### config.mk
export PLATFORM = sky130hd
export DESIGN_NAME = drum_voice_allocator
export DESIGN_NICKNAME = d
export VERILOG_FILES = /design/src/rtl/dva_pkg.sv /design/src/rtl/dva_ctrl.sv /design/src/rtl/dva_datapath.sv /design/src/rtl/drum_voice_allocator.sv
export VERILOG_INCLUDE_DIRS = /design/src /design/src/rtl
export SDC_FILE = /design/constraint.sdc
export NUM_CORES = 2
export LEC_CHECK = 0
export BUFFER_PORTS_ARGS = -buffer_cell sky130_fd_sc_hd__buf_4
export CAP_MARGIN = 20
export CORE_MARGIN = 3
export CORE_UTILIZATION = 40
export DETAILED_ROUTE_END_ITERATION = 8
export GPL_TIMING_DRIVEN = 0
export PLACE_DENSITY_LB_ADDON = 0.15
export SETUP_SLACK_MARGIN = 0.05
export SYNTH_ARGS = -nofsm -noshare
export SYNTH_HDL_FRONTEND = slang
export SYNTH_SLANG_ARGS = --single-unit
### constraint.sdc
create_clock -name clk -period 6.4 [get_ports clk]
set_input_delay 0.96 -clock clk [delete_from_list [all_inputs] [get_ports clk]]
set_output_delay 0.96 -clock clk [all_outputs]
set_load 0.03 [all_outputs]
### src/rtl/drum_voice_allocator_macros.svh
// Assertion macros for the drum voice allocator RTL, included by dva_datapath.
// Depends on nothing; the including module supplies clk and rst_n.
`ifndef DRUM_VOICE_ALLOCATOR_MACROS_SVH
`define DRUM_VOICE_ALLOCATOR_MACROS_SVH

// The consequent must hold in the same cycle as the antecedent.
`define DVA_ASSERT_SAME(lbl, ante, cons, msg) \
    lbl: assert property (@(posedge clk) disable iff (!rst_n) (ante) |-> (cons)) \
        else $error(msg);

// The consequent must hold in the cycle after the antecedent.
`define DVA_ASSERT_NEXT(lbl, ante, cons, msg) \
    lbl: assert property (@(posedge clk) disable iff (!rst_n) (ante) |=> (cons)) \
        else $error(msg);

`endif

### src/rtl/dva_pkg.sv
// Package for the drum voice allocator: codes, control structs and gain tables.
// Depends on nothing; used by dva_ctrl, dva_datapath and drum_voice_allocator.
`default_nettype none

package dva_pkg;

    localparam int VOICES    = 8;
    localparam int VOICE_W   = 3;
    localparam int NOTE_LOW  = 27;
    localparam int NOTE_HIGH = 87;
    localparam int PAN_N     = NOTE_HIGH - NOTE_LOW + 1;

    localparam logic [1:0] KIND_NOTE_ON  = 2'd0;
    localparam logic [1:0] KIND_FINISHED = 2'd1;
    localparam logic [1:0] KIND_TICK     = 2'd2;

    localparam logic [1:0] ACT_START = 2'd0;
    localparam logic [1:0] ACT_CHOKE = 2'd1;
    localparam logic [1:0] ACT_FADE  = 2'd2;

    localparam logic [4:0] FADE_START = 5'd1;
    localparam logic [4:0] FADE_CHOKE = 5'd5;
    localparam logic [4:0] FADE_OUT   = 5'd20;

    localparam logic [6:0] HAT_CLOSED = 7'd42;
    localparam logic [6:0] HAT_PEDAL  = 7'd44;
    localparam logic [6:0] HAT_OPEN   = 7'd46;

    localparam logic [31:0] FADE_LEAD_MS = 32'd20;

    typedef enum logic [2:0] {
        S_IDLE,
        S_DECODE,
        S_SCAN,
        S_EMIT,
        S_FREE,
        S_GAIN,
        S_MUL,
        S_START
    } state_t;

    typedef struct packed {
        logic latch;
        logic scan_clear;
        logic scan_mask;
        logic emit_one;
        logic release_voice;
        logic scan_free;
        logic gain_lookup;
        logic gain_mul;
        logic start;
    } cmd_t;

    typedef struct packed {
        logic [1:0] kind;
        logic       note_ok;
        logic       hihat;
        logic       scan_last;
        logic       mask_empty;
        logic       out_free;
    } sts_t;

    localparam int PAN_TENTHS [PAN_N] = '{
        0, -2, -3, 3, -7, 0, 0, 0, 0, 0,
        -4, -1, 0, 0, -5, 3, -3, 3, -5, 4,
        -3, -1, -8, 2, 6, -9, 7, 5, -7, 1,
        8, 6, 6, -6, -8, 7, 5, 3, -5, -7,
        8, 6, -4, 4, 7, 9, -6, -8, 0, 5,
        3, -7, -9, 6, 8, -5, 7, 9, -8, -4,
        -6
    };

    function automatic logic is_hihat(input logic [6:0] n);
        return (n == HAT_CLOSED) || (n == HAT_PEDAL) || (n == HAT_OPEN);
    endfunction

    function automatic logic [63:0] log2_q30(input logic [31:0] v);
        int unsigned n;
        logic [63:0] x;
        logic [63:0] r;
        n = 0;
        while (n < 31 && (v >> (n + 1)) != 0) n++;
        x = ({32'd0, v} << 30) >> n;
        r = 64'(n) << 30;
        for (int i = 29; i >= 0; i--) begin
            x = (x * x) >> 30;
            if (x >= (64'd2 << 30)) begin
                x = x >> 1;
                r[i] = 1'b1;
            end
        end
        return r;
    endfunction

    localparam logic [63:0] LOG2_127 = log2_q30(32'd127);

    function automatic logic [127:0][15:0] build_vel_curve();
        logic [127:0][15:0] tab;
        logic [63:0] r;
        tab[0] = 16'd0;
        for (int v = 1; v < 128; v++) begin
            r = (log2_q30(32'(v)) << 30) / LOG2_127;
            tab[v] = 16'((r * r + (64'd1 << 44)) >> 45);
        end
        return tab;
    endfunction

    function automatic logic [63:0] isqrt64(input logic [63:0] y_in);
        logic [63:0] y;
        logic [63:0] res;
        logic [63:0] bitv;
        y = y_in;
        res = 64'd0;
        bitv = 64'd1 << 62;
        while (bitv > y) bitv = bitv >> 2;
        while (bitv != 0) begin
            if (y >= res + bitv) begin
                y = y - (res + bitv);
                res = (res >> 1) + bitv;
            end else begin
                res = res >> 1;
            end
            bitv = bitv >> 2;
        end
        return res;
    endfunction

    function automatic logic [63:0] pan_boost(input logic [63:0] u, input logic [63:0] b);
        logic [63:0] x;
        logic [63:0] g;
        x = (64'd1 << 28) * b * b * u;
        g = isqrt64(x / 64'd200000);
        if ((2 * g + 1) * (2 * g + 1) * 64'd200000 <= 4 * x) g = g + 1;
        return g;
    endfunction

    function automatic logic [PAN_N-1:0][14:0] build_pan(input logic right);
        logic [PAN_N-1:0][14:0] tab;
        int t;
        int at;
        for (int i = 0; i < PAN_N; i++) begin
            t = PAN_TENTHS[i];
            at = (t < 0) ? -t : t;
            tab[i] = 15'(pan_boost(64'(right ? 10 + t : 10 - t), 64'(140 - 4 * at)));
        end
        return tab;
    endfunction

    localparam logic [127:0][15:0]      VEL_CURVE = build_vel_curve();
    localparam logic [PAN_N-1:0][14:0]  PAN_LEFT  = build_pan(1'b0);
    localparam logic [PAN_N-1:0][14:0]  PAN_RIGHT = build_pan(1'b1);

endpackage

`default_nettype wire

### src/rtl/dva_ctrl.sv
// Controller state machine of the drum voice allocator.
// Depends on dva_pkg; drives dva_datapath through cmd_t and reads sts_t.
`default_nettype none

module dva_ctrl (
    input  wire logic          clk,
    input  wire logic          rst_n,
    input  wire logic          in_valid,
    output logic               in_ready,
    input  wire dva_pkg::sts_t sts,
    output dva_pkg::cmd_t      cmd
);

    dva_pkg::state_t state_reg;
    dva_pkg::state_t state_next;

    always_ff @(posedge clk or negedge rst_n)
    begin
        if (!rst_n)
        begin
            state_reg <= dva_pkg::S_IDLE;
        end
        else
        begin
            state_reg <= state_next;
        end
    end

    always_comb
    begin
        state_next = state_reg;
        cmd = '0;
        in_ready = 1'b0;
        unique case (state_reg)
            dva_pkg::S_IDLE:
            begin
                in_ready = 1'b1;
                if (in_valid)
                begin
                    cmd.latch = 1'b1;
                    state_next = dva_pkg::S_DECODE;
                end
            end
            dva_pkg::S_DECODE:
            begin
                cmd.scan_clear = 1'b1;
                unique case (sts.kind)
                    dva_pkg::KIND_NOTE_ON:
                    begin
                        if (!sts.note_ok)
                            state_next = dva_pkg::S_IDLE;
                        else if (sts.hihat)
                            state_next = dva_pkg::S_SCAN;
                        else
                            state_next = dva_pkg::S_FREE;
                    end
                    dva_pkg::KIND_FINISHED:
                    begin
                        cmd.release_voice = 1'b1;
                        state_next = dva_pkg::S_IDLE;
                    end
                    dva_pkg::KIND_TICK:
                    begin
                        state_next = dva_pkg::S_SCAN;
                    end
                    default:
                    begin
                        state_next = dva_pkg::S_IDLE;
                    end
                endcase
            end
            dva_pkg::S_SCAN:
            begin
                cmd.scan_mask = 1'b1;
                if (sts.scan_last)
                    state_next = dva_pkg::S_EMIT;
            end
            dva_pkg::S_EMIT:
            begin
                if (sts.mask_empty)
                begin
                    cmd.scan_clear = 1'b1;
                    if (sts.kind == dva_pkg::KIND_TICK)
                        state_next = dva_pkg::S_IDLE;
                    else
                        state_next = dva_pkg::S_FREE;
                end
                else if (sts.out_free)
                begin
                    cmd.emit_one = 1'b1;
                end
            end
            dva_pkg::S_FREE:
            begin
                cmd.scan_free = 1'b1;
                if (sts.scan_last)
                    state_next = dva_pkg::S_GAIN;
            end
            dva_pkg::S_GAIN:
            begin
                cmd.gain_lookup = 1'b1;
                state_next = dva_pkg::S_MUL;
            end
            dva_pkg::S_MUL:
            begin
                cmd.gain_mul = 1'b1;
                state_next = dva_pkg::S_START;
            end
            dva_pkg::S_START:
            begin
                if (sts.out_free)
                begin
                    cmd.start = 1'b1;
                    state_next = dva_pkg::S_IDLE;
                end
            end
            default:
            begin
                state_next = dva_pkg::S_IDLE;
            end
        endcase
    end

endmodule

`default_nettype wire

### src/rtl/dva_datapath.sv
// Datapath of the drum voice allocator: voice state, scans, gain lookup and result register.
// Depends on dva_pkg and drum_voice_allocator_macros.svh; driven by dva_ctrl.
`default_nettype none
`include "drum_voice_allocator_macros.svh"

module dva_datapath (
    input  wire logic          clk,
    input  wire logic          rst_n,
    input  wire logic          cfg_we,
    input  wire logic          cfg_wdata,
    input  wire logic [1:0]    kind,
    input  wire logic [6:0]    note,
    input  wire logic [6:0]    velocity,
    input  wire logic [31:0]   now_ms,
    input  wire logic [2:0]    voice_index,
    input  wire logic [31:0]   sample_length_ms,
    input  wire dva_pkg::cmd_t cmd,
    output dva_pkg::sts_t      sts,
    output logic               out_valid,
    input  wire logic          out_ready,
    output logic [1:0]         action,
    output logic [2:0]         voice,
    output logic [14:0]        left_gain,
    output logic [14:0]        right_gain,
    output logic [4:0]         fade_ms,
    output logic               stolen,
    output logic [31:0]        dropped_count,
    output logic               last
);

    logic enable_reg;

    logic [1:0]  kind_reg;
    logic [6:0]  note_reg;
    logic [6:0]  velocity_reg;
    logic [31:0] now_reg;
    logic [2:0]  vidx_reg;
    logic [31:0] len_reg;

    logic [dva_pkg::VOICES-1:0] busy_reg;
    logic [dva_pkg::VOICES-1:0] pending_reg;
    logic [6:0]  vnote_reg  [dva_pkg::VOICES];
    logic [31:0] vstart_reg [dva_pkg::VOICES];
    logic [31:0] vdue_reg   [dva_pkg::VOICES];
    logic [31:0] steal_count_reg;

    logic [dva_pkg::VOICE_W-1:0] idx_reg;
    logic [dva_pkg::VOICES-1:0]  mask_reg;
    logic                        found_reg;
    logic [dva_pkg::VOICE_W-1:0] sel_reg;
    logic [31:0]                 best_reg;

    logic [15:0] vc_reg;
    logic [14:0] pl_reg;
    logic [14:0] pr_reg;
    logic [31:0] due_reg;
    logic [14:0] lg_reg;
    logic [14:0] rg_reg;

    logic        out_valid_reg;
    logic [1:0]  action_reg;
    logic [2:0]  voice_reg;
    logic [14:0] left_reg;
    logic [14:0] right_reg;
    logic [4:0]  fade_reg;
    logic        stolen_reg;
    logic [31:0] dropped_reg;
    logic        last_reg;

    logic                        out_free;
    logic [dva_pkg::VOICE_W-1:0] low_pos;
    logic                        mask_single;
    logic                        mask_bit;
    logic [5:0]                  pan_idx;
    logic [31:0]                 prod_l;
    logic [31:0]                 prod_r;
    logic                        is_tick;

    assign out_free = !out_valid_reg || out_ready;
    assign is_tick  = (kind_reg == dva_pkg::KIND_TICK);
    assign pan_idx  = 6'(note_reg - 7'(dva_pkg::NOTE_LOW));
    assign prod_l   = 32'(vc_reg) * 32'(pl_reg) + 32'h4000;
    assign prod_r   = 32'(vc_reg) * 32'(pr_reg) + 32'h4000;
    assign mask_single = (mask_reg & (mask_reg - 1'b1)) == '0;

    always_comb
    begin
        low_pos = '0;
        for (int i = dva_pkg::VOICES - 1; i >= 0; i--)
        begin
            if (mask_reg[i])
                low_pos = dva_pkg::VOICE_W'(i);
        end
    end

    always_comb
    begin
        if (is_tick)
            mask_bit = busy_reg[idx_reg] && pending_reg[idx_reg] &&
                       (now_reg >= vdue_reg[idx_reg]);
        else
            mask_bit = busy_reg[idx_reg] && dva_pkg::is_hihat(vnote_reg[idx_reg]) &&
                       (vnote_reg[idx_reg] != note_reg);
    end

    always_comb
    begin
        sts.kind       = kind_reg;
        sts.note_ok    = enable_reg && (note_reg >= 7'(dva_pkg::NOTE_LOW)) &&
                         (note_reg <= 7'(dva_pkg::NOTE_HIGH));
        sts.hihat      = dva_pkg::is_hihat(note_reg);
        sts.scan_last  = (idx_reg == dva_pkg::VOICE_W'(dva_pkg::VOICES - 1));
        sts.mask_empty = (mask_reg == '0);
        sts.out_free   = out_free;
    end

    always_ff @(posedge clk or negedge rst_n)
    begin
        if (!rst_n)
        begin
            enable_reg <= 1'b1;
        end
        else if (cfg_we)
        begin
            enable_reg <= cfg_wdata;
        end
    end

    always_ff @(posedge clk)
    begin
        if (cmd.latch)
        begin
            kind_reg     <= kind;
            note_reg     <= note;
            velocity_reg <= velocity;
            now_reg      <= now_ms;
            vidx_reg     <= voice_index;
            len_reg      <= sample_length_ms;
        end
        if (cmd.scan_free)
        begin
            if (!found_reg)
            begin
                if (!busy_reg[idx_reg])
                begin
                    sel_reg <= idx_reg;
                end
                else if (idx_reg == '0 || vstart_reg[idx_reg] < best_reg)
                begin
                    sel_reg  <= idx_reg;
                    best_reg <= vstart_reg[idx_reg];
                end
            end
        end
        if (cmd.gain_lookup)
        begin
            vc_reg  <= dva_pkg::VEL_CURVE[velocity_reg];
            pl_reg  <= dva_pkg::PAN_LEFT[pan_idx];
            pr_reg  <= dva_pkg::PAN_RIGHT[pan_idx];
            due_reg <= now_reg + ((len_reg > dva_pkg::FADE_LEAD_MS) ?
                                  len_reg - dva_pkg::FADE_LEAD_MS : 32'd0);
        end
        if (cmd.gain_mul)
        begin
            lg_reg <= prod_l[29:15];
            rg_reg <= prod_r[29:15];
        end
    end

    always_ff @(posedge clk or negedge rst_n)
    begin
        if (!rst_n)
        begin
            idx_reg   <= '0;
            mask_reg  <= '0;
            found_reg <= 1'b0;
        end
        else
        begin
            if (cmd.scan_clear)
            begin
                idx_reg   <= '0;
                mask_reg  <= '0;
                found_reg <= 1'b0;
            end
            else if (cmd.scan_mask)
            begin
                mask_reg[idx_reg] <= mask_bit;
                idx_reg <= idx_reg + 1'b1;
            end
            else if (cmd.scan_free)
            begin
                if (!busy_reg[idx_reg])
                    found_reg <= 1'b1;
                idx_reg <= idx_reg + 1'b1;
            end
            else if (cmd.emit_one)
            begin
                mask_reg[low_pos] <= 1'b0;
            end
        end
    end

    always_ff @(posedge clk or negedge rst_n)
    begin
        if (!rst_n)
        begin
            busy_reg        <= '0;
            pending_reg     <= '0;
            steal_count_reg <= '0;
            for (int i = 0; i < dva_pkg::VOICES; i++)
            begin
                vnote_reg[i]  <= '0;
                vstart_reg[i] <= '0;
                vdue_reg[i]   <= '0;
            end
        end
        else
        begin
            if (cmd.release_voice && (32'(vidx_reg) < dva_pkg::VOICES))
            begin
                busy_reg[vidx_reg]    <= 1'b0;
                pending_reg[vidx_reg] <= 1'b0;
            end
            if (cmd.emit_one)
            begin
                if (is_tick)
                    pending_reg[low_pos] <= 1'b0;
                else
                    busy_reg[low_pos] <= 1'b0;
            end
            if (cmd.start)
            begin
                busy_reg[sel_reg]    <= 1'b1;
                pending_reg[sel_reg] <= 1'b1;
                vnote_reg[sel_reg]   <= note_reg;
                vstart_reg[sel_reg]  <= now_reg;
                vdue_reg[sel_reg]    <= due_reg;
                if (!found_reg)
                    steal_count_reg <= steal_count_reg + 32'd1;
            end
        end
    end

    always_ff @(posedge clk or negedge rst_n)
    begin
        if (!rst_n)
        begin
            out_valid_reg <= 1'b0;
        end
        else if (cmd.emit_one || cmd.start)
        begin
            out_valid_reg <= 1'b1;
        end
        else if (out_ready)
        begin
            out_valid_reg <= 1'b0;
        end
    end

    always_ff @(posedge clk)
    begin
        if (cmd.emit_one)
        begin
            action_reg  <= is_tick ? dva_pkg::ACT_FADE : dva_pkg::ACT_CHOKE;
            voice_reg   <= 3'(low_pos);
            left_reg    <= '0;
            right_reg   <= '0;
            fade_reg    <= is_tick ? dva_pkg::FADE_OUT : dva_pkg::FADE_CHOKE;
            stolen_reg  <= 1'b0;
            dropped_reg <= steal_count_reg;
            last_reg    <= is_tick && mask_single;
        end
        else if (cmd.start)
        begin
            action_reg  <= dva_pkg::ACT_START;
            voice_reg   <= 3'(sel_reg);
            left_reg    <= lg_reg;
            right_reg   <= rg_reg;
            fade_reg    <= dva_pkg::FADE_START;
            stolen_reg  <= !found_reg;
            dropped_reg <= found_reg ? steal_count_reg : steal_count_reg + 32'd1;
            last_reg    <= 1'b1;
        end
    end

    assign out_valid     = out_valid_reg;
    assign action        = action_reg;
    assign voice         = voice_reg;
    assign left_gain     = left_reg;
    assign right_gain    = right_reg;
    assign fade_ms       = fade_reg;
    assign stolen        = stolen_reg;
    assign dropped_count = dropped_reg;
    assign last          = last_reg;

    `DVA_ASSERT_SAME(a_emit_has_work, cmd.emit_one, mask_reg != '0, "emit with empty mask")
    `DVA_ASSERT_SAME(a_result_slot_free, cmd.emit_one || cmd.start, out_free, "result overwritten")
    `DVA_ASSERT_NEXT(a_steal_counts, cmd.start && !found_reg,
        steal_count_reg == $past(steal_count_reg) + 32'd1, "steal count not bumped")

endmodule

`default_nettype wire

### src/rtl/drum_voice_allocator.sv
// Drum voice allocator: the input channel takes note-on, finished and tick items;
// the output channel gives start, choke and fade-out items, the last marked by last.
// One register, enable, is written through cfg_we and cfg_wdata; reset sets it to 1.
// A hi-hat note-on first builds a choke list over the eight voices, sends one
// choke item per cycle while the output register is free, then scans for a free
// or oldest voice, looks up and multiplies the gains and sends the start item.
// One item is handled at a time; in_ready is high only between items.
// Results sit in an output register; a stalled receiver holds the block at the
// next result until out_ready is seen. Reset frees all voices, clears the
// steal count and empties the output register.
// Depends on dva_pkg, dva_ctrl and dva_datapath.
`default_nettype none

module drum_voice_allocator (
    input  wire logic        clk,
    input  wire logic        rst_n,
    input  wire logic        cfg_we,
    input  wire logic        cfg_wdata,
    input  wire logic        in_valid,
    output logic             in_ready,
    input  wire logic [1:0]  kind,
    input  wire logic [6:0]  note,
    input  wire logic [6:0]  velocity,
    input  wire logic [31:0] now_ms,
    input  wire logic [2:0]  voice_index,
    input  wire logic [31:0] sample_length_ms,
    output logic             out_valid,
    input  wire logic        out_ready,
    output logic [1:0]       action,
    output logic [2:0]       voice,
    output logic [14:0]      left_gain,
    output logic [14:0]      right_gain,
    output logic [4:0]       fade_ms,
    output logic             stolen,
    output logic [31:0]      dropped_count,
    output logic             last
);

    dva_pkg::cmd_t cmd;
    dva_pkg::sts_t sts;

    dva_ctrl u_ctrl (
        .clk      (clk),
        .rst_n    (rst_n),
        .in_valid (in_valid),
        .in_ready (in_ready),
        .sts      (sts),
        .cmd      (cmd)
    );

    dva_datapath u_datapath (
        .clk              (clk),
        .rst_n            (rst_n),
        .cfg_we           (cfg_we),
        .cfg_wdata        (cfg_wdata),
        .kind             (kind),
        .note             (note),
        .velocity         (velocity),
        .now_ms           (now_ms),
        .voice_index      (voice_index),
        .sample_length_ms (sample_length_ms),
        .cmd              (cmd),
        .sts              (sts),
        .out_valid        (out_valid),
        .out_ready        (out_ready),
        .action           (action),
        .voice            (voice),
        .left_gain        (left_gain),
        .right_gain       (right_gain),
        .fade_ms          (fade_ms),
        .stolen           (stolen),
        .dropped_count    (dropped_count),
        .last             (last)
    );

endmodule

`default_nettype wire
Yosys cells after proc, flatten, opt, wreduce, memory -nomap -nowiden
Memory sizes are Yosys's and may differ from the RTL's. A register that Yosys moved wholly into a read port is not among the register bits.
Index checks and enable logic that the tools add are counted.
{ "op_classes": {"n_addsub": 8, "multipliers": 2, "div": 0, "order_cmp": 16, "eq_ne": 26, "n_shift": 0, "mux": 100, "bitwise": 13, "reduce_logical": 36} }
{ "ops": {"columns": ["op", "count"], "rows": [
  ["$bwmux 256", 2],
  ["$mux 32", 9],
  ["$bmux 32 s3", 2],
  ["$demux 32 s3", 1],
  ["$mux 8", 12],
  ["$mux 3", 23],
  ["$add 30x15->30 const B", 2],
  ["$mul 16x15->30", 2],
  ["$bwmux 56", 1],
  ["$and 8x8->8", 6],
  ["$eq 7x6->1 const B", 6],
  ["$add 32x1->32 const B", 1],
  ["$add 32x32->32", 1],
  ["$ge 32x32->1", 1],
  ["$gt 32x5->1 const B", 1],
  ["$lt 32x32->1", 1],
  ["$sub 32x5->32 const B", 1],
  ["$mux 1", 29],
  ["$pmux 3 s8", 1],
  ["$bmux 7 s3", 1],
  ["$demux 7 s3", 1],
  ["$mux 7", 3],
  ["$logic_not 8->1", 2],
  ["$lt 3x4->1 const B", 4],
  ["other kinds (39)", 88]
]} }
{ "totals": {"ff_bits": 887, "latch_bits": 0, "ramBits": 0, "mem_bits_ro": 3968, "input_bits": 89, "out_inout_bits": 76, "word_cells": 256, "memories": 3} }
{ "memory_table": {"columns": ["name", "words", "width", "read_ports", "rd_ports_with_merged_regs", "wr", "line_no", "rtl"], "rows": [
  ["(name not given)", 128, 16, 1, 1, 0, "dva_datapath.sv:157", "vc_reg <= dva_pkg::VEL_CURVE[velocity_reg];"],
  ["(name not given)", 64, 15, 1, 1, 0, "dva_datapath.sv:159", "pr_reg <= dva_pkg::PAN_RIGHT[pan_idx];"],
  ["(name not given)", 64, 15, 1, 1, 0, "dva_datapath.sv:158", "pl_reg <= dva_pkg::PAN_LEFT[pan_idx];"]
]} }

Depth between registers and ports, before layout
{ "depth": {"word_depth": 18, "depth_mapped": 24, "depth_no_buf": 23} }

By module
Synthesis repeated with hierarchy kept, for this count alone.
{ "unflattened": {"cells_unflattened": 5765, "hier_area_um2": 61474.0} }
{ "by_module_without_submodules": {"columns": ["module", "n_inst", "cells_each", "area_each_um2", "seq_area_each_um2"], "rows": [
  ["dva_datapath", 1, 5722, 61177.4, 24374.6],
  ["dva_ctrl", 1, 43, 296.5, 75.1]
]} }

Least setup slack after synthesis
No wires, ideal clock.
{ "synth_path": {"path_type": "register to register", "start": "reg u_datapath.pr_reg[0]", "end": "reg u_datapath.rg_reg[6] (data pin)", "setup_time_ns": 0.258, "arrival_time_ns": 5.877, "t_required_ns": 6.142, "slack_ns": 0.266, "path_stages_with_launch": 24, "path_buffers": 1, "synth_period_minus_slack_ns": 6.134, "path_cell_list": "edfxtp_1 clkbuf_1 nand2_1 fa_1 fa_1 inv_1 fa_1 inv_1 fa_1 inv_1 fa_1 inv_1 fa_1 inv_1 ha_1 nand2_1 a2111oi_0 a221oi_1 a21boi_0 o21bai_1 a21boi_0 o21a_1 nor2_1 xnor2_1"} }
{ "synth_via": {"elab_chain_cells": 2} }
{ "synth_rtl": {"columns": ["item", "line_no", "rtl"], "rows": [
  ["start, declared", "dva_datapath.sv:55", "logic [14:0] pr_reg;"],
  ["$mul 16x15->30", "dva_datapath.sv:83", "assign prod_r = 32'(vc_reg) * 32'(pr_reg) + 32'h4000;"],
  ["$add 30x15->30", "dva_datapath.sv:83", null],
  ["via u_datapath.prod_r[21]", "dva_datapath.sv:76", "logic [31:0] prod_r;"],
  ["end signal, assigned", "dva_datapath.sv:166", "rg_reg <= prod_r[29:15];"],
  ["end, declared", "dva_datapath.sv:58", "logic [14:0] rg_reg;"]
]} }
The timed path passes the listed nets, and every way through them passes these cells.
A chain may end at the register's enable or synchronous reset.

Worst setup path in the final report
{ "layout_path": {"start": "reg u_datapath.pr_reg[5]", "end": "reg u_datapath.rg_reg[3] (data pin)"} }
Same word-level chain as after synthesis.

==> summary.md <==
| Metric | Value |
|---|---|
| Average routed wire per standard cell | ~27 um |
| DRT iter0 DRCs | between 3,000 and 4,000 |
| EDFF count, synth | 266 |
| P_int | approximately 21 mW |
| Via/cell ratio | around 5.7 |
| Initial DRT Pass Iterations | 6 |
| Worst voltage drop across the vdd grid | about 0.71 mV |
| Power Density | roughly 530 mW/mm^2 |
| Std-Cell Rows | 142 |
| Timing startpoint of the critical path | u_datapath.pr_reg[5] |
| Fillers | 14,227 |
| Number of nets with antenna violations after detailed routing | 0 |
| R2R Path End | u_datapath.rg_reg[3] |
| Synth Instances | 5,714 |
| Critical path type | flop to flop |
| Endpoint kind of the worst setup timing path | flop |
| Die H | between 300 and 400 um |
| Number of hold buffers added after CTS | 0 |
| Placement Cell Area | ~0.065 mm^2 |
| Total number of nets in the final design | between 6,000 and 7,000 |
| Number of H-tree branching levels | 3 |
| DPL Wire Length | ~160 mm |
| Area of the placeable core | ~0.15 mm^2 |
| Number of storage elements in the synthesis netlist | 930 |
| Worst Max-Slew Pin Slew | approximately 1.2 ns |
| Final global-route overflow total | 0 |
| CP peak stage delay | ~0.57 ns |
| Starting density of the core | around two fifths |
| Critical path startpoint category | flop |
| R2R setup slack | about 0.13 ns |
| Peak clock frequency supported by timing | ~0.16 GHz |
| Number of antenna violations at the first check in global routing | 4 |
| Gp weighted congestion | between 0.9 and 1 |
| Global-route wire length before repair | 326 mm |
| Most used cells in the layout excluding fill and tap cells | sky130_fd_sc_hd__nand2_1 (641), sky130_fd_sc_hd__dfrtp_1 (632), sky130_fd_sc_hd__mux2_2 (570), sky130_fd_sc_hd__inv_1 (487), sky130_fd_sc_hd__fa_1 (359) |
| Number of remaining DRC errors | 0 |
| Part of the total power dissipated in sequential elements | a little over a quarter |
| Hold Crit Class | primary input to async pin |
| Final Instance Area | 0.0703 mm^2 |
| Pre-CTS WS | -1.70 ns |
| Clk sinks | 930 |
| Share of the yosys chip area belonging to registers | 40.1% |
| Cts bufs inserted | between 100 and 150 |
| Pin count of the biggest net entering global routing | between 100 and 150 |
| Cell area after technology mapping | slightly above 0.06 mm^2 |
| Crit share post-route | a little over nine tenths |
| Mean post-synth cell area | 10.7 um^2 |
| Number of slew-limit violations in the final report | 0 |
| Leakage power of the design | 31.3 nW |
| Final setup fails | 0 |
| Skew final | between 0.09 and 0.1 ns |
| Number of global-route vias before repair | 47,935 |
| Worst-path clk slew | ~0.06 ns |
| RSZ-0062 raised after global routing | true |
| Most frequent CP cell | sky130_fd_sc_hd__fa_1 |
| Post-synthesis to final-layout area growth | 15.3% |
| Via count | about 47,000 |
| Cell-by-cell listing of the critical path | buf_6 -> and2_1 -> fa_1 -> inv_2 -> fa_1 -> fa_1 -> inv_1 -> fa_1 -> fa_1 -> inv_1 -> fa_1 -> inv_2 -> ha_4 -> nand3_4 -> a2111oi_4 -> a221oi_2 -> buf_4 -> a21boi_4 -> buf_6 -> buf_4 -> o21a_1 -> o21a_1 -> nor2_2 -> xnor2_2 |
| Number of port buffers | between 150 and 200 |
| Share of final-layout standard cells stronger than drive strength 1 | between 10% and 20% |
| Switching power share of the total | 43.7% |
| Combinational power share | between 50% and 60% |
| Worst path setup slack after routing | 0.128 ns |
| Cell at the root of the clock tree | sky130_fd_sc_hd__clkbuf_16 |
| Number of hold-slack violations in the final timing report | 0 |
| Most common cell after layout, fill and taps aside | sky130_fd_sc_hd__nand2_1 |
| Share of async-settable or async-resettable flops after synthesis | about two thirds |
| Relative slew margins | just under 20% |
| Result of the run | completed |
| Critical Path End | u_datapath.rg_reg[3] |
| Routed Wire Length | 223 mm |
| Cells on worst reg2reg path | 24 |
| Highest fanout seen on the critical path | 10 |
| Clock latency at the later pin of the worst-skew pair | about 0.75 ns |
| Full die area | about 0.16 mm^2 |
| Arrival time of the worst setup path | 6.74 ns |
| Switching pwr | about 16 mW |
| # IOs | about 170 |
| Buffers from clock root to sink, at most | 3 |
| Floorplan die width | around 400 um |
| Part of the power in the clock network | between 10% and 20% |
| Clock tree from TritonCTS | yes |
| Source of the worst register-to-register timing path | u_datapath.pr_reg[5] |
| Distinct cells, synth | approximately 80 |
| Most instantiated flip-flop cell in the synthesis netlist | sky130_fd_sc_hd__dfrtp_1 |
| YS warnings | 0 |
| Count of maximum capacitance violations | 0 |
| Minimum clock period | 6.27 ns |
| GR Util All Layers | between 20% and 30% |
| WP data required | ~7 ns |
| Master of the slowest instance on the critical path | sky130_fd_sc_hd__fa_1 |
synthesized netlist by cell type (9+ instances only):
cell | number | area, um^2
sky130_fd_sc_hd__nor3b_1 | 9 | 67.6
sky130_fd_sc_hd__nor4_1 | 16 | 100
sky130_fd_sc_hd__edfxtp_1 | 266 | 7990
sky130_fd_sc_hd__a21oi_1 | 255 | 1280
sky130_fd_sc_hd__o21a_1 | 9 | 67.6
sky130_fd_sc_hd__nand3_1 | 73 | 365
sky130_fd_sc_hd__o31ai_1 | 16 | 120
sky130_fd_sc_hd__nand2_1 | 646 | 2420
sky130_fd_sc_hd__clkbuf_1 | 303 | 1140
sky130_fd_sc_hd__o21bai_1 | 10 | 75.1
sky130_fd_sc_hd__nand4_1 | 46 | 288
sky130_fd_sc_hd__a22o_1 | 41 | 359
sky130_fd_sc_hd__o221ai_1 | 11 | 96.3
sky130_fd_sc_hd__buf_1 | 51 | 191
sky130_fd_sc_hd__a311oi_1 | 15 | 131
sky130_fd_sc_hd__o21ai_0 | 188 | 941
sky130_fd_sc_hd__o211ai_1 | 42 | 315
sky130_fd_sc_hd__a211oi_1 | 41 | 308
sky130_fd_sc_hd__nor2_1 | 222 | 833
sky130_fd_sc_hd__xnor2_1 | 112 | 981
sky130_fd_sc_hd__o311ai_0 | 12 | 105
sky130_fd_sc_hd__a221oi_1 | 64 | 561
sky130_fd_sc_hd__inv_1 | 492 | 1850
sky130_fd_sc_hd__nor3_1 | 63 | 315
sky130_fd_sc_hd__nor2b_1 | 33 | 206
sky130_fd_sc_hd__a31oi_1 | 30 | 188
sky130_fd_sc_hd__a31o_2 | 11 | 96.3
sky130_fd_sc_hd__dfxtp_1 | 31 | 621
sky130_fd_sc_hd__fa_1 | 359 | 7190
sky130_fd_sc_hd__xor2_1 | 45 | 394
sky130_fd_sc_hd__nand3b_1 | 11 | 82.6
sky130_fd_sc_hd__mux4_2 | 15 | 338
sky130_fd_sc_hd__o22ai_1 | 17 | 106
sky130_fd_sc_hd__dfrtp_1 | 632 | 15800
sky130_fd_sc_hd__or3_1 | 11 | 68.8
sky130_fd_sc_hd__ha_1 | 334 | 4180
sky130_fd_sc_hd__mux2_2 | 570 | 6420
sky130_fd_sc_hd__and4_1 | 10 | 87.6
sky130_fd_sc_hd__and2_1 | 210 | 1310
sky130_fd_sc_hd__nand2b_1 | 37 | 231
sky130_fd_sc_hd__mux2i_1 | 16 | 160
sky130_fd_sc_hd__and3_1 | 42 | 263
sky130_fd_sc_hd__a22oi_1 | 165 | 1240
sky130_fd_sc_hd__a21o_1 | 42 | 315
per-layer routing:
metal / share of wire (%) / wire length (um) / GRT usage [%]
met3: 6.1 / 13700 / 4.36
met1: 42 / 94400 / 37.5
met2: 47 / 104000 / 45.8
met4: 4.7 / 10400 / 11.5
met5: 0.0067 / 15 / 0
worst min path at each step:
stage,start,endpoint,slack (ns),cells past startpoint
2_1_floorplan,u_datapath.vnote_reg[37],u_datapath.vnote_reg[37],0.44,2
3_3_place_gp,u_datapath.left_gain[6],u_datapath.left_gain[6],0.44,2
3_5_place_dp,u_datapath.right_gain[1],u_datapath.right_gain[1],0.45,2
4_1_cts,rst_n,u_datapath.steal_count_reg[5],0.13,1
5_1_grt,rst_n,u_datapath.steal_count_reg[17],0.15,1
6_report,rst_n,u_datapath.steal_count_reg[6],0.16,1
through the flow:
stage	utilization (%)	hold slack (ns)	cells	setup TNS, ns	total power, mW
floorplan	-	0.445	5715	0	22.2
global placement	43.0	0.443	7893	-2135.35	29.1
detailed placement	43.4	0.447	7925	-93.94	29.4
CTS	46.3	0.130	8156	0	36.5
global route	46.7	0.151	8193	-0.645	40.0
finish	46.7	0.156	8196	0	37.1
critical path: cells and delay by family, from the launching register on:
family	cells	cell delay (ns)
compound gates	5	0.84
xor+xnor	1	0.15
buf+inv	8	0.85
fa+ha+maj	7	3.34
flops	1	0.52
simple gates	3	0.32
cells by family after synthesis:
logic type / after synthesis / synth area share [%]
mux: 601 / 11.3
other cells: 1 / 0.00615
compound gates: 1024 / 11.2
fa+ha+maj: 694 / 18.7
flops: 930 / 40.1
xor+xnor: 157 / 2.25
buf+inv: 858 / 5.31
simple gates: 1449 / 11.2
repair_timing:
item                                   in CTS  in global routing
setup endpoints to repair                  73                 55
resized for setup                         183                109
gates cloned                                0                  0
setup buffers                              35                 34
pin swaps                                   6                 27
endpoints found under the hold margin       0                  0
power by group through the flow:
stage	logic [mW]	registers [mW]	clock network, mW
after global placement	19.2	9.90	0
after CTS	20.2	9.80	6.49
final	20.9	9.82	6.35
after detailed placement	19.4	9.92	0
after floorplan	12.4	9.86	0
after global routing	23.2	10.0	6.74
area by class of cell:
class / count / area [um^2] / share of cell area, %
diodes: 3 / 7.51 / 0.0107
plain buffers: 358 / 1780 / 2.53
clock buffers: 141 / 2950 / 4.19
clock inverters: 59 / 739 / 1.05
inverters: 496 / 1860 / 2.65
multi-input cells: 3927 / 33600 / 47.8
flip-flops and latches: 930 / 24400 / 34.8
well taps: 2016 / 2520 / 3.59
repair buffers: 266 / 2390 / 3.39
Note: power is estimated with default switching activity, not from simulation.
